==> config.mk <==
export PLATFORM = sky130hd
export DESIGN_NAME = ppb_fifo
export DESIGN_NICKNAME = d
export VERILOG_FILES = /design/src/design/ppb_fifo.sv
export SDC_FILE = /design/constraint.sdc
export NUM_CORES = 1
export LEC_CHECK = 0
export BUFFER_PORTS_ARGS = -buffer_cell sky130_fd_sc_hd__buf_4
export CORE_ASPECT_RATIO = 1.5
export CORE_MARGIN = 2
export CORE_UTILIZATION = 52
export CTS_BUF_LIST = sky130_fd_sc_hd__clkbuf_4 sky130_fd_sc_hd__clkbuf_8
export CTS_CLUSTER_DIAMETER = 50
export DETAILED_ROUTE_END_ITERATION = 10
export PLACE_DENSITY = 0.76
export SYNTH_ARGS = -nofsm -noshare
export SYNTH_HDL_FRONTEND = slang
export SYNTH_SLANG_ARGS = --single-unit
==> constraint.sdc <==
create_clock -name clk -period 2.5 [get_ports clk]
set_input_delay 0.5 -clock clk [delete_from_list [all_inputs] [get_ports clk]]
set_output_delay 0.5 -clock clk [all_outputs]
set_load 0.02 [all_outputs]
==> src/design/ppb_fifo.sv <==
// Short queue between front and back end.
module ppb_fifo #(
  parameter int W     = 8,
  parameter int DEPTH = 8,
  localparam int AW   = (DEPTH > 1) ? $clog2(DEPTH) : 1
)
(
  input  logic         clk,
  input  logic         rst,
  input  logic         push,
  input  logic [W-1:0] push_data,
  input  logic         pop,
  output logic [W-1:0] head,
  output logic [AW:0]  count
);

  logic [W-1:0]  mem [DEPTH];
  logic [AW-1:0] wp, rp;

  always_ff @(posedge clk) begin
    if (rst) begin
      wp    <= '0;
      rp    <= '0;
      count <= '0;
    end else begin
      if (push) wp <= (wp == AW'(DEPTH - 1)) ? '0 : wp + 1'b1;
      if (pop)  rp <= (rp == AW'(DEPTH - 1)) ? '0 : rp + 1'b1;
      count <= count + (AW+1)'(push) - (AW+1)'(pop);
    end
  end

  always_ff @(posedge clk) begin
    if (push) mem[wp] <= push_data;
  end

  assign head = mem[rp];

endmodule

Word-level counts from Yosys, hierarchy flattened
Memories as Yosys holds them, arrays and structs flattened. A register that Yosys moved wholly into a read port is not among the register bits.
Index checks and enable logic that the tools add are counted.
W data, S select, Z words.
Storage, ports and cells
  memories kept: 1
  register bits after elaboration: 10
  input bits: 12
  ROM bits: 0
  latch bits: 0
  memory bits (writable): 64
Operators by class
  mux-type cells: 6
  bitwise logic cells: 0
  shift-type cells: 0
  magnitude comparators: 0
  reductions and logical operators: 0
  divide/modulo/power cells: 0
  add/sub/neg operators: 4
  eq/ne operators: 2
  multiply operators: 0
Memories
  mem: depth 8, bits a word 8, read ports 1, clocked after Yosys merged registers in 1, write ports 1, RTL line 17  | logic [W-1:0] mem [DEPTH];
Operator list (count)
  $mux W3: 4
  $add A3 B1 Y3 const B: 2
  $eq A3 B3 Y1 const B: 2
  $add A4 B1 Y4: 1
  $sub A4 B1 Y4: 1
  $mux W1: 2

Logic depth before layout (Yosys ltp)
Gate-level depths: netlist of run 1.
  depth after elaboration: 4
  mapped depth: 7
  mapped depth without buffers: 7

Worst setup path before layout of run 1
OpenSTA, ideal clock, no wires.
  kind: flip-flop to output port
  start point: reg with a tool-made name
  end point: out head[1]
  slack: 588 ps
  cell stages (with the launch flop): 5
  arrival: 1412 ps
  buffers on the path: 2
  required time: 2000 ps
  cells stage by stage: dfxtp_1 buf_6 buf_12 mux4_1 mux2_2
RTL lines
  end: declaration: RTL line 13  | output logic [W-1:0] head,

==> run summary, run 1 <==
status: finished, final reports clean
first-pass GRT wire length: 8490 um
clk buf depth: 2
HPWL after DPL: 3710 um
GR Util met1: 0.200
Die Area: 6600 um2
crit-path max cell delay: 0.59 ns
post-route clock skew: 0.00498 ns
Post-Syn Nets: 182
global route hottest layer: met2
total core area: 5790 um2
Final nets: 220
vias per cell: 5.56
share of cells above drive strength 1: 0.275
Rel. slew slack: 0.686
row count: 34
initial antenna violation count: 0
sequential-to-total area share from yosys stat: 0.705
crit-path cells: buf_12 -> mux4_1 -> mux2_2 -> buf_4
Leakage Power: 1.28 nW
Clk network pwr share: 0.300
Inserted Clock Buffers: 9
DRC: 0
CP bufs+invs: 2
port bufs: 23
fin crit share: 0.967
Combinational Power Share: 0.134
Critical Path Slowest Stage Cell: mux4_1
Setup Fix Bufs, Post-CTS: 0
PD cells: 729 nW/um2
Int Pwr: 1.99 mW
die width: 67.0 um
Ports: 24
DIE HEIGHT: 98.5 um
Psw: 0.610 mW
most frequent cells after synthesis: 64 x edfxtp_1, 15 x mux4_1, 13 x dfxtp_1, 10 x nor2_1
fin util: 0.616
initial core utilization: 0.535
Initial DRC Count: 120
vias: 1,534
Avg WL per Cell: 19.3 um
Most used DFF post-synth: edfxtp_1
Fill cells: 433
maxcap violations: 0
post-synth top area share: 0.621
RSZ-0062 raised after global routing: false
GRT Residual Overflow: 0
Max FO, Critical Path: 16
Mapped Cells: 161
met2 Usage GRT: 0.338
Top delay family on crit path: multiplexers
Mapped Area: 3100 um2
final hold violation count: 0
Hold Slack: 0.394 ns
Least-Margin Pin Slew: 0.471 ns
vias in the first global route: 1,633
#FFs+latches synth: 77
Final Wtd Congestion: 0.673
Synth area leaders: edfxtp_1 62%, mux4_1 13%, dfxtp_1 8.4%, ha_1 3.2%, mux2_2 2.9%
GR Util met3: 0.0491
count leader, synth: edfxtp_1
ANT cells: 0
crit start category: flop
Clock Latency Late Sink: 0.34 ns
Syn Area/Cell: 19.2 um2
critical path class: flop to output port
CTS tree: yes
Area growth syn-to-layout: 15.1%
TritonRoute pass-1 iters: 4
worst min path class: input port to flop
clk slew on worst S/H paths: 0.07 ns
H-tree Lvls: 3
Tot GR Track Use: 0.186
Post-synth EDFFs: 64
Final ANT Viol Nets: 0
pin count of the biggest net entering global routing: 17
sequential share of power: 0.565
asr flop ratio synth: 0
Worst EP arrival: 1.92 ns
DRT Wirelength: 5320 um
clk root buf: clkbuf_8
Slew Limit Fails: 0
area leader, netlist: edfxtp_1
overall power: 2.60 mW
Sw Share: 0.235
Period minus WS final: 2.42 ns
post-synthesis cell type count: 26
Synthesis Warnings: 0
Hold-fix buffers, CTS: 0
Fmax achieved: 414 MHz
maximum VDD drop: 556 uV
CP endpoint kind: output port
WP data required: 2.00 ns
final setup vio count: 0
total negative slack: 0 ns
Sink Count: 77
cell families (layout without fill, tap and decap cells):
logic type / after synthesis / after routing / synth area share
AO/OA/AOI/OAI: 7 / 7 / 0.0121
adder cells (fa/ha/maj): 9 / 9 / 0.0388
multiplexers: 26 / 26 / 0.170
AND/OR/NAND/NOR: 28 / 28 / 0.0457
buffers and inverters: 12 / 55 / 0.0226
flip-flops: 77 / 77 / 0.705
XOR/XNOR: 2 / 2 / 0.00566
layout make-up:
cell class	count	area, um2	share of cell area
clock buffers	11	139	0.0390
clock inverters	5	26.3	0.00737
inverters	6	22.5	0.00632
multi-input cells	72	843	0.237
flip-flops and latches	77	2180	0.612
well taps	72	90.1	0.0253
repair buffers	33	260	0.0730
sequential cells by signal, summed over array words and instances, names as in the netlist, named ones only:
| name | flops |
|---|---|
| wp | 3 |
| count | 4 |
| rp | 3 |
| mem | 64 |
worst paths after layout:
kind | slack [ns] | depth (start not counted) | from | end
max | 0.08 | 4 | flop | head[2]
min reg2reg | 0.51 | 2 | rp[1]$_SDFFE_PP0P_ | rp[1]$_SDFFE_PP0P_
min | 0.39 | 1 | push_data[4] | mem[4][4]$_DFFE_PP_
max reg2reg | 0.92 | 7 | count[0]$_SDFF_PP0_ | count[2]$_SDFF_PP0_
through the flow:
step	setup slack (ns)	std cells	area, um2
2_1_floorplan	0.588	161	3100
3_3_place_gp	0.441	260	3390
3_5_place_dp	0.340	260	3390
4_1_cts	0.0249	276	3550
5_1_grt	0.0151	276	3560
6_report	0.0826	276	3560
power groups by stage:
stage	logic, mW	clock network [mW]	registers, mW
finish	0.349	0.780	1.47
global route	0.384	0.842	1.47
CTS	0.353	0.793	1.47
detailed placement	0.351	0	1.50
global placement	0.328	0	1.49
floorplan	0.211	0	1.51
routing by layer:
layer	vias to the layer above	routed length, um
li1	714	-
met1	775	1990
met2	38	3030
met3	7	220
met4	0	85
met5	-	0
cell usage in the layout, fill, tap and decap left out:
master | synthesis | routed
edfxtp_1 | 64 | 64
buf_4 | 0 | 32
mux4_1 | 15 | 15
dfxtp_1 | 13 | 13
nor2_1 | 10 | 10
clkbuf_8 | 0 | 9
mux2_2 | 8 | 8
ha_1 | 8 | 8
inv_1 | 6 | 6
nand2b_1 | 5 | 5
a21oi_1 | 5 | 5
nand2_1 | 3 | 3
nor2b_1 | 3 | 3
nor3_1 | 2 | 2
nand3b_1 | 2 | 2
xnor2_1 | 2 | 2
mux2i_1 | 2 | 2
nand3_1 | 2 | 2
clkinv_1 | 0 | 2
clkbuf_4 | 0 | 2
clkinv_2 | 0 | 2
mux4_2 | 1 | 1
o21ai_0 | 1 | 1
nor3b_1 | 1 | 1
a21o_1 | 1 | 1
fa_1 | 1 | 1
inv_6 | 0 | 1
buf_12 | 1 | 1
what timing repair did:
item,4_1_cts,5_1_grt
setup endpoints to repair,2,4
resized for setup,1,2
cloned,0,0
pin swaps,0,0
hold endpoints to repair,0,0
No activity file was read; power rests on OpenSTA's default activity.
==> run 2: changes to the inputs <==
- CORE_UTILIZATION: 52 -> 60
- PLACE_DENSITY: 0.76 -> 0.85
- SETUP_SLACK_MARGIN: unset -> 0.3
==> run 2 against run 1 <==
Effect of this change: maximum frequency grew 5.5%; sequential share of layout area fell by 1.4 points; non-clock buffer count up 2; total power is 14% higher; global-route usage grew 3.6 points; clock skew rose by 0.00074 ns; core utilization up 11 points; critical endpoint is now head[6]; largest cell class unchanged.
==> run summary, run 2 (same netlist as run 1, synthesis figures left out) <==
status: finished, final reports clean
Final nets: 222
first-pass GRT wire length: 8980 um
PD cells: 813 nW/um2
Avg WL per Cell: 21.3 um
fin util: 0.724
maximum VDD drop: 488 uV
vias: 1,540
initial antenna violation count: 0
vias per cell: 5.62
TritonRoute pass-1 iters: 5
crit-path max cell delay: 0.52 ns
share of cells above drive strength 1: 0.369
Final Wtd Congestion: 0.728
Largest Register: mem
vias in the first global route: 1,705
Top Registers: mem (64), count (4)
Ports: 24
Hold-fix buffers, CTS: 0
Least-Margin Pin Slew: 0.494 ns
Initial DRC Count: 70
max reg flops: 64
CP endpoint kind: output port
post-route clock skew: 0.00572 ns
wire length on met1: 2170 um
row count: 32
H-tree Lvls: 3
DRT Wirelength: 5850 um
crit-path cells: buf_8 -> mux4_2 -> mux2_2 -> buf_6
worst setup margin: 0.208 ns
total core area: 5040 um2
port bufs: 23
clk slew on worst S/H paths: 0.07 ns
worst slack, placed: 0.440 ns
Area growth syn-to-layout: 17.9%
most common cell after layout, fill and taps aside: edfxtp_1
commonest non-fill, non-tap cells in the layout: 64 x edfxtp_1, 24 x buf_4, 16 x mux4_2
Met3 Wirelength: 277 um
RSZ-0062 raised after global routing: true
Clock Latency Late Sink: 0.33 ns
Rel. slew slack: 0.670
Period minus WS final: 2.29 ns
Design Area, Final: 3650 um2
GRT Residual Overflow: 0
Top delay family on crit path: multiplexers
overall power: 2.97 mW
DR WL met2: 3340 um
Leakage Power: 1.30 nW
Fmax achieved: 436 MHz
Slew Limit Fails: 0
DIE HEIGHT: 92.0 um
clk root buf: clkbuf_8
Cell Area, Placed: 3390 um2
final setup vio count: 0
WP data required: 2.00 ns
DRC: 0
ANT cells: 0
critical path class: flop to output port
Worst EP arrival: 1.79 ns
Sink Count: 77
Tot GR Track Use: 0.222
CTS tree: yes
HPWL after DPL: 3580 um
final hold violation count: 0
crit start category: flop
clk buf depth: 2
maxcap violations: 0
worst min path class: input port to flop
die width: 62.6 um
Inserted Clock Buffers: 9
pin count of the biggest net entering global routing: 17
Max FO, Critical Path: 5
total negative slack: 0 ns
Critical Path Slowest Stage Cell: mux4_2
top routing layer in use: met4
initial core utilization: 0.614
Die Area: 5760 um2
CP bufs+invs: 2
fin crit share: 0.917
Final ANT Viol Nets: 0
[run 2: cell types whose count changed in the layout (fill, tap and decap cells not counted), sizes merged]
cell,delta
inv,-1
buf,+2
clkinv,-3
bufinv,+3
clkbuf,+1
[run 2: per-stage QoR]
step,hold WS [ns],instances
after floorplan,0.457,161
after global placement,0.472,257
after detailed placement,0.489,257
after CTS,0.382,274
after global routing,0.382,274
final,0.397,274
[run 2: worst reg2reg max path, cell delays in order (launching register included)]
cell and delay (ns):
dfxtp_1 0.34, inv_1 0.05, ha_1 0.28, inv_1 0.05, ha_1 0.21, fa_1 0.40, xnor2_1 0.15, nor2_1 0.05
[run 2: final timing paths]
check,slack [ns],from,end,depth (start not counted)
worst max-delay path,0.21,flop,head[6],4
worst min-delay path,0.40,push_data[1],mem[3][1]$_DFFE_PP_,1
worst max register to register,0.87,count[0]$_SDFF_PP0_,count[2]$_SDFF_PP0_,7
worst min register to register,0.50,rp[1]$_SDFFE_PP0P_,flop,2
[run 2: layout make-up]
type / count / area [um2]
repair buffers: 35 / 312
inverters: 6 / 22.5
clock inverters: 4 / 95.1
well taps: 68 / 85.1
fillers: 324 / 1390
clock buffers: 12 / 153
multi-input cells: 72 / 798
flip-flops and latches: 77 / 2190
[run 2: timing repair]
action,in CTS,in global routing
setup endpoints to repair,8,8
buffers inserted,0,0
cloned,1,0
resized for setup,33,1
[run 2: where the power goes]
group | internal (mW) | switching, mW | total, mW
registers | 1.44 | 0.0365 | 1.47
clock network | 0.711 | 0.400 | 1.11
logic | 0.195 | 0.189 | 0.384
total | 2.34 | 0.626 | 2.97
[run 2: layer usage]
layer | vias up | track usage
li1 | 701 | -
met1 | 783 | 0.248
met2 | 50 | 0.409
met3 | 6 | 0.0564
met4 | 0 | 0.0722
met5 | - | 0
