[src/design/ppb_pkg.sv]
// Shared constants and types for the photon projection binning block.
package ppb_pkg;

  localparam int FRAME_X_DEF    = 256;
  localparam int FRAME_Y_DEF    = 256;
  localparam int COMPONENTS_DEF = 8;
  localparam int COEF_FRAC_DEF  = 24;
  localparam int ACC_WIDTH_DEF  = 48;

  localparam int ADDR_W = 6;
  localparam int DATA_W = 64;

  localparam logic [2:0] REG_COEF_U_X = 3'd0;
  localparam logic [2:0] REG_COEF_U_Y = 3'd1;
  localparam logic [2:0] REG_COEF_U_Z = 3'd2;
  localparam logic [2:0] REG_COEF_V_X = 3'd3;
  localparam logic [2:0] REG_COEF_V_Y = 3'd4;
  localparam logic [2:0] REG_COEF_V_Z = 3'd5;
  localparam logic [2:0] REG_OFFSET_U = 3'd6;
  localparam logic [2:0] REG_OFFSET_V = 3'd7;

  localparam logic CMD_DETECT = 1'b0;
  localparam logic CMD_READ   = 1'b1;

  typedef struct packed {
    logic signed [31:0] u_x;
    logic signed [31:0] u_y;
    logic signed [31:0] u_z;
    logic signed [31:0] v_x;
    logic signed [31:0] v_y;
    logic signed [31:0] v_z;
    logic signed [55:0] off_u;
    logic signed [55:0] off_v;
  } proj_cfg_t;

endpackage

[src/design/ppb_regs.sv]
// Configuration register file on the APB-style port.
module ppb_regs
  import ppb_pkg::*;
(
  input  logic              clk,
  input  logic              rst,
  input  logic              psel,
  input  logic              penable,
  input  logic              pwrite,
  input  logic [ADDR_W-1:0] paddr,
  input  logic [DATA_W-1:0] pwdata,
  output logic [DATA_W-1:0] prdata,
  output proj_cfg_t         cfg
);

  logic [2:0] idx;
  logic       wr;

  assign idx = paddr[5:3];
  assign wr  = psel & penable & pwrite;

  always_ff @(posedge clk) begin
    if (rst) begin
      cfg <= '0;
    end else if (wr) begin
      unique case (idx)
        REG_COEF_U_X: cfg.u_x <= pwdata[31:0];
        REG_COEF_U_Y: cfg.u_y <= pwdata[31:0];
        REG_COEF_U_Z: cfg.u_z <= pwdata[31:0];
        REG_COEF_V_X: cfg.v_x <= pwdata[31:0];
        REG_COEF_V_Y: cfg.v_y <= pwdata[31:0];
        REG_COEF_V_Z: cfg.v_z <= pwdata[31:0];
        REG_OFFSET_U: cfg.off_u <= pwdata[55:0];
        REG_OFFSET_V: cfg.off_v <= pwdata[55:0];
        default: ;
      endcase
    end
  end

  always_comb begin
    unique case (idx)
      REG_COEF_U_X: prdata = {32'b0, cfg.u_x};
      REG_COEF_U_Y: prdata = {32'b0, cfg.u_y};
      REG_COEF_U_Z: prdata = {32'b0, cfg.u_z};
      REG_COEF_V_X: prdata = {32'b0, cfg.v_x};
      REG_COEF_V_Y: prdata = {32'b0, cfg.v_y};
      REG_COEF_V_Z: prdata = {32'b0, cfg.v_z};
      REG_OFFSET_U: prdata = {8'b0, cfg.off_u};
      REG_OFFSET_V: prdata = {8'b0, cfg.off_v};
      default:      prdata = '0;
    endcase
  end

endmodule

[config.mk]
export PLATFORM = sky130hd
export DESIGN_NAME = ppb_regs
export DESIGN_NICKNAME = d
export VERILOG_FILES = /design/src/design/ppb_pkg.sv /design/src/design/ppb_regs.sv
export SDC_FILE = /design/constraint.sdc
export NUM_CORES = 1
export LEC_CHECK = 0
export BUFFER_PORTS_ARGS = -buffer_cell sky130_fd_sc_hd__buf_2
export CAP_MARGIN = 20
export CORE_MARGIN = 4
export CORE_UTILIZATION = 29
export DETAILED_ROUTE_END_ITERATION = 10
export PLACE_DENSITY = 0.58
export SKIP_LAST_GASP = 1
export SLEW_MARGIN = 25
export SYNTH_ARGS = -nofsm -noshare
export SYNTH_HDL_FRONTEND = slang
export SYNTH_SLANG_ARGS = --single-unit
[constraint.sdc]
create_clock -name clk -period 1.35 [get_ports clk]
set_input_delay 0.0675 -clock clk [delete_from_list [all_inputs] [get_ports clk]]
set_output_delay 0.0675 -clock clk [all_outputs]
set_load 0.02 [all_outputs]
# Word level (Yosys, flattened, before mapping)
# Cells that the tools add are included.
# op_classes
n_eq_ne,7
n_mux,1
bitwise_logic,2
reduce_logical,9
# op_table
cell,n
case mux 64 bit (8 select lines),1
AND reduction 2 bit,8
"equality test 3 bit, second input constant",4
"equality test 3 x 2 -> 1 bit, second input constant",2
"equality test 3 x 1 -> 1 bit, second input constant",1
zero test 3 bit,1
bitwise AND 1 bit,2
# word_totals
reg_bits,304
input_bits,75

# Depth between registers and ports, before layout
# Gate-level depths: netlist of the first run.
# depth
ltp_word,3
ltp_mapped,7

# Worst setup path after synthesis of the first run
# Ideal clock, no wire load.
# synth_timing
kind,in2out
start,input paddr[5]
end,output prdata[0]
arrival_ns,1.242
required_time_ns,1.283
slack_ns,0.040
path_stages,6
path_buffers,2
cell_sequence,buf_4 -> nand2b_1 -> nor2_1 -> clkbuf_1 -> a221oi_1 -> nor2_1
# synth_via
elab_chain_len,2
elab_cells_between_ends,9
classes_between,7 x eq/ne; 1 x mux; 1 x reduce/logical
# synth_lines
element,line_no,source
from (decl),ppb_regs.sv:10,"input logic [ADDR_W-1:0] paddr,"
equality test 3 bit (tied with other cells),ppb_regs.sv:41,unique case (idx)
case mux 64 bit (8 select lines) *,ppb_regs.sv:41,
to (decl),ppb_regs.sv:12,"output logic [DATA_W-1:0] prdata,"
# Every way passes the cells marked *; elsewhere a longest branch is shown, timed or not. The select of a mux whose other input is x is not followed.

# Worst setup path in the final report of the first run
# layout_timing
start,register cfg[29] (netlist bit)
end,output prdata[29]
# layout_via
elab_chain_len,1
# layout_lines
element,line_no,source
from (decl),ppb_regs.sv:13,output proj_cfg_t cfg
case mux 64 bit (8 select lines),ppb_regs.sv:41,
# No other way between the ends. The select of a mux whose other input is x is not followed.

==> flow_metrics.env, run 1 <==
export IMPL_final_cell_area_um2=19800
export IMPL_drc=0
export IMPL_grt_pass1_vias=14400
export IMPL_dpl_cell_area_um2=17000
export IMPL_pin_count=443
export IMPL_synth_edf_count=0
export IMPL_clk_latency_ns=0.53
export IMPL_ys_flop_type="dfxtp_1"
export IMPL_synth_top_cell_area_share=0.461
export IMPL_p_per_area_nw_per_um2=1090
export IMPL_leakage_nw=8.57
export IMPL_clockBufferDepth=3
export IMPL_die_w_um=221
export IMPL_root_buffer="clkbuf_16"
export IMPL_hold_violations=0
export IMPL_vias=14500
export IMPL_drive_gt1_frac=0.384
export IMPL_critPathKind="flop to output port"
export IMPL_drt_pass1_iterations=8
export IMPL_synth_area_per_cell_um2=7.81
export IMPL_synth_top_cells_by_area="dfxtp_1, nand2_1, a21oi_1, a22o_1, a221oi_1"
export IMPL_tns_ns=-14.01
export IMPL_die_area_um2=49000
export IMPL_required_ns=1.28
export IMPL_cts_clk_slew_worst_paths_ns=0.06
export IMPL_cap_violations=0
export IMPL_ys_ff_latch=304
export IMPL_setup_slack_ns=-0.617
export IMPL_hp_class="input port to flop"
export IMPL_initialDrtViolationCount=990
export IMPL_setup_violations=32
export IMPL_syn_inst=1691
export IMPL_status="complete, but fails checks"
export IMPL_ys_types=25
export IMPL_htree_num_levels=2
export IMPL_ys_seq_area_frac=0.461
export IMPL_largest_reg_flops=304
export IMPL_core_area_um2=44600
export IMPL_async_reset_ff_frac=0
export IMPL_overflow=0
export IMPL_gp_congestion=0.936
export IMPL_cts_made_buffers=37
export IMPL_fin_nets=2331
export IMPL_fin_total_pwr_w=0.0216
export IMPL_via_per_inst=5.05
export IMPL_syn2layout_area_growth_pct=49.6
export IMPL_period_minus_slack_ns=1.97
export IMPL_top_regs="cfg: 304 flops"
export IMPL_antenna_cells=0
export IMPL_dp_cells=2705
export IMPL_detail_route_antenna_nets=0
export IMPL_critPathCaptureType="output port"
export IMPL_drv_slew=0
export IMPL_preCtsSetupSlack_ns=-0.319
export IMPL_finClkSkew_ns=0
export IMPL_yosys_warnings=0
export IMPL_fp_dieH_um=221
export IMPL_finalWirelength_um=59800
export IMPL_synth_top_area_cell="dfxtp_1"
export IMPL_antenna_found_initial=0
export IMPL_worstPathArrival_ns=1.90
export IMPL_hpwl_um=42200
export IMPL_rsz0062_at_grt="true"
export IMPL_critPathMaxFanout=2
export IMPL_fmax_mhz=508
export IMPL_clkSinkCount=304
export IMPL_rows=77
export IMPL_top_register="cfg"
export IMPL_grt_pass1_wl_um=89500
export IMPL_grt_usage=0.232
export IMPL_period_share=1.46
export IMPL_final_cells=2875
export IMPL_start_util=0.296
export IMPL_violations="setup timing"
export IMPL_portBuffers=423
export IMPL_cp_start_kind="flop"
export IMPL_grt_max_degree=50
export IMPL_max_vdd_ir_drop_mv=0.696
export IMPL_cts_tree="done"
export IMPL_netlist_area_um2=13200
export IMPL_wl_per_cell_um=20.8
==> Yosys cell counts (2+ instances only) <==
cell and number:
nor2_1 63, o211ai_1 11, buf_2 63, clkbuf_1 53
a21oi_1 316, buf_4 35, nand2b_1 2, mux4_2 12
nor3_2 2, inv_1 21, nand2_1 631, mux2i_1 32
dfxtp_1 304, or3_1 3, a221oi_1 41, mux2_1 2
a22o_1 44, mux2_2 18, or2_2 6, buf_6 27
==> per-layer routing <==
metal  vias to the layer above  routed length (um)  global-route usage
met5                         -                   0                   0
met2                       727               28000               0.383
met3                       131                5180              0.0598
met4                         0                2370               0.101
met1                      6926               24200               0.288
li1                       6727                   -                   -
==> worst max-delay path, stage by stage, from the launching register on <==
cell and delay [ns]:
dfxtp_1 0.34, mux2_1 0.31, a22o_1 0.20, a221oi_2 0.29
nor2_1 0.06, buf_2 0.16
==> final timing paths <==
check / end / cells after the start / slack, ns / startpoint
worst min-delay path: cfg[275]$_SDFFE_PP0P_ / 6 / 0.24 / paddr[3]
worst min register to register: cfg[288]$_SDFFE_PP0P_ / 2 / 0.46 / cfg[288]$_SDFFE_PP0P_
worst max-delay path: prdata[29] / 5 / -0.62 / cfg[29]$_SDFFE_PP0P_
worst max register to register: cfg[18]$_SDFFE_PP0P_ / 4 / 0.56 / cfg[18]$_SDFFE_PP0P_
==> kinds of logic after synthesis <==
group	count (synthesis)	synth area share
muxes	64	0.0617
other	1	0.000284
and+or+nand+nor	710	0.207
AOI/OAI and AO/OA	412	0.182
DFF	304	0.461
buffers and inverters	200	0.0881
==> cell type report <==
class	count	area (um2)
repair buffers	698	5140
well taps	592	741
multi-input cells	1194	6310
inverters	21	91.3
fillers	4367	24800
clock buffers	52	1110
flip-flops and latches	304	6190
clock inverters	14	181
==> what timing repair did <==
action | in CTS | in global routing
setup endpoints to repair | 56 | 56
endpoints found under the hold margin | 304 | 0
hold buffers | 57 | 0
resized for setup | 141 | 53
buffers inserted | 37 | 9
pin swaps | 19 | 12
cloned | 3 | 0
==> cells in the final DEF, fill, tap and decap left out, types with 32 or more instances in the layout <==
| cell type | count |
|---|---|
| buf_4 | 176 |
| nand2_1 | 620 |
| dfxtp_1 | 233 |
| clkbuf_16 | 39 |
| buf_2 | 390 |
| nor2_1 | 52 |
| mux2i_1 | 32 |
| a21oi_1 | 305 |
| dfxtp_2 | 65 |
| buf_12 | 45 |
| dlygate4sd3_1 | 57 |
| a22o_1 | 44 |
==> stage by stage <==
stage / utilization / hold slack (ns)
4_1_cts: 0.438 / 0.222
3_3_place_gp: 0.380 / 0.319
3_5_place_dp: 0.380 / 0.324
2_1_floorplan: - / 0.203
5_1_grt: 0.443 / 0.233
6_report: 0.443 / 0.239
==> where the power goes <==
group	total, W	switching, W	internal, W
registers	0.00908	0.0000555	0.00903
clock network	0.0106	0.00404	0.00653
logic	0.00192	0.00115	0.000765
No activity file was read; power rests on OpenSTA's default activity.
==> run 2, diff against run 1 <==
PLACE_DENSITY = unset   (was 0.58)
PLACE_DENSITY_LB_ADDON = 0.08   (was unset)
==> run 2 against run 1 <==
Against the previous run:
- the flow still finishes with violations (setup timing)
- fmax grew 0.30%
- global-route usage grew 1.2 points
- via count shrank 2.8%
- die area is the same
- final cell count grew 0.10%
- combinational power grew 6%
- worst hold slack lost 0.055 ns
- largest power group unchanged
- highest routed layer unchanged
==> flow_metrics.env, run 2 (synthesized netlist as in run 1, its figures left out) <==
export IMPL_status="complete, but fails checks"
export IMPL_violations="setup timing"
export IMPL_drv_slew=0
export IMPL_finClkSkew_ns=0
export IMPL_crit_buf_inv=1
export IMPL_top_register="cfg"
export IMPL_preCtsSetupSlack_ns=-0.374
export IMPL_drt_pass1_iterations=5
export IMPL_drc=0
export IMPL_leakage_nw=8.67
export IMPL_die_w_um=221
export IMPL_initialDrtViolationCount=976
export IMPL_rsz0062_at_grt="true"
export IMPL_top_regs="cfg: 304 flops"
export IMPL_critPathMaxFanout=2
export IMPL_pin_count=443
export IMPL_gp_congestion=0.843
export IMPL_wl_per_cell_um=21.8
export IMPL_cp_start_kind="flop"
export IMPL_clk_latency_ns=0.54
export IMPL_finalWirelength_um=62800
export IMPL_fp_dieH_um=221
export IMPL_grt_pass1_wl_um=92900
export IMPL_critPathKind="flop to output port"
export IMPL_root_buffer="clkbuf_16"
export IMPL_cts_clk_slew_worst_paths_ns=0.06
export IMPL_crit_family="compound AO/OA/AOI/OAI gates"
export IMPL_required_ns=1.28
export IMPL_htree_num_levels=2
export IMPL_clkSinkCount=304
export IMPL_hold_violations=0
export IMPL_cts_tree="done"
export IMPL_cap_violations=0
export IMPL_portBuffers=423
export IMPL_top_layer="met4"
export IMPL_timing_hold_ws_ns=0.184
export IMPL_rows=77
export IMPL_worstPathArrival_ns=1.89
export IMPL_grt_pass1_vias=13900
export IMPL_p_per_area_nw_per_um2=1090
export IMPL_cp_slowest_stage_delay_ns=0.31
export IMPL_max_vdd_ir_drop_mv=0.665
export IMPL_overflow=0
export IMPL_clockBufferDepth=3
export IMPL_hpwl_um=43300
export IMPL_grt_max_degree=42
export IMPL_fin_nets=2336
export IMPL_via_per_inst=4.90
export IMPL_fillCellCount=4476
export IMPL_start_util=0.296
export IMPL_route_met2_wl_um=29200
export IMPL_fmax_mhz=510
export IMPL_period_share=1.45
export IMPL_cts_made_buffers=38
export IMPL_period_minus_slack_ns=1.96
export IMPL_final_common_cell="nand2_1"
export IMPL_vias=14100
export IMPL_critPathCaptureType="output port"
export IMPL_layout_common_cells="nand2_1, buf_2, a21oi_1"
export IMPL_slowest_stage="dfxtp_1"
export IMPL_drive_gt1_frac=0.382
export IMPL_setup_violations=49
export IMPL_wirelength_met1_um=27600
export IMPL_die_area_um2=49000
export IMPL_wl_met3_um=4440
export IMPL_grt_usage=0.245
export IMPL_hp_class="input port to flop"
export IMPL_antenna_found_initial=1
export IMPL_worstPathCellList="mux2_2, a22o_1, a221oi_2, nor2_1, buf_2"
export IMPL_setup_slack_ns=-0.611
export IMPL_largest_reg_flops=304
export IMPL_syn2layout_area_growth_pct=52.0
export IMPL_core_area_um2=44600
export IMPL_detail_route_antenna_nets=0
==> run 2: tightest hold or removal path, cell delays in order <==
cell and delay (ns):
buf_2 0.11, nand4_2 0.15, nor3_4 0.08, buf_12 0.15, nand2_1 0.07, a21oi_1 0.05
==> run 2: per-stage QoR <==
stage / std cells / cell area, um2 / setup TNS [ns] / power (W) / utilization
final: 2878 / 20100 / -14.61 / 0.0218 / 0.450
after global routing: 2878 / 20100 / -18.43 / 0.0225 / 0.450
after CTS: 2875 / 19900 / -16.21 / 0.0220 / 0.446
after detailed placement: 2715 / 17200 / -40.48 / 0.0110 / 0.385
after global placement: 2715 / 17200 / -39.21 / 0.0110 / 0.385
after floorplan: 1698 / 13200 / 0 / 0.0102 / -
==> run 2: final timing paths <==
check | startpoint | to | slack (ns) | cells after the start
setup / recovery | cfg[20]$_SDFFE_PP0P_ | prdata[20] | -0.61 | 5
hold / removal | penable | cfg[223]$_SDFFE_PP0P_ | 0.18 | 6
setup reg to reg | cfg[2]$_SDFFE_PP0P_ | cfg[2]$_SDFFE_PP0P_ | 0.62 | 3
hold reg to reg | cfg[5]$_SDFFE_PP0P_ | cfg[5]$_SDFFE_PP0P_ | 0.47 | 2
==> run 2: layout make-up <==
type	instances	area, um2	area share
sequential	304	6160	0.307
clock inverter	4	75.1	0.00374
inverter	21	82.6	0.00411
tap	592	741	0.0369
timing repair buffer	702	5440	0.271
antenna	1	2.50	0.000125
multi-input combinational	1194	6340	0.316
clock buffer	60	1240	0.0616
==> run 2: routing by layer <==
layer	track usage	up-vias
met5	0	-
met4	0.0716	0
met3	0.0563	81
met2	0.398	489
met1	0.327	6796
li1	-	6739
==> run 2: repair_timing <==
item,CTS,global route
buffers inserted,36,4
resized for setup,150,64
pin swaps,34,32
cloned,3,1
setup endpoints to repair,56,57
hold endpoints to repair,304,0
hold buffers,57,0
==> run 2: power breakdown <==
| group | total (W) | switching [W] | internal (W) |
|---|---|---|---|
| Sequential | 0.00909 | 0.0000545 | 0.00904 |
| Combinational | 0.00203 | 0.00119 | 0.000843 |
| Clock | 0.0107 | 0.00406 | 0.00663 |
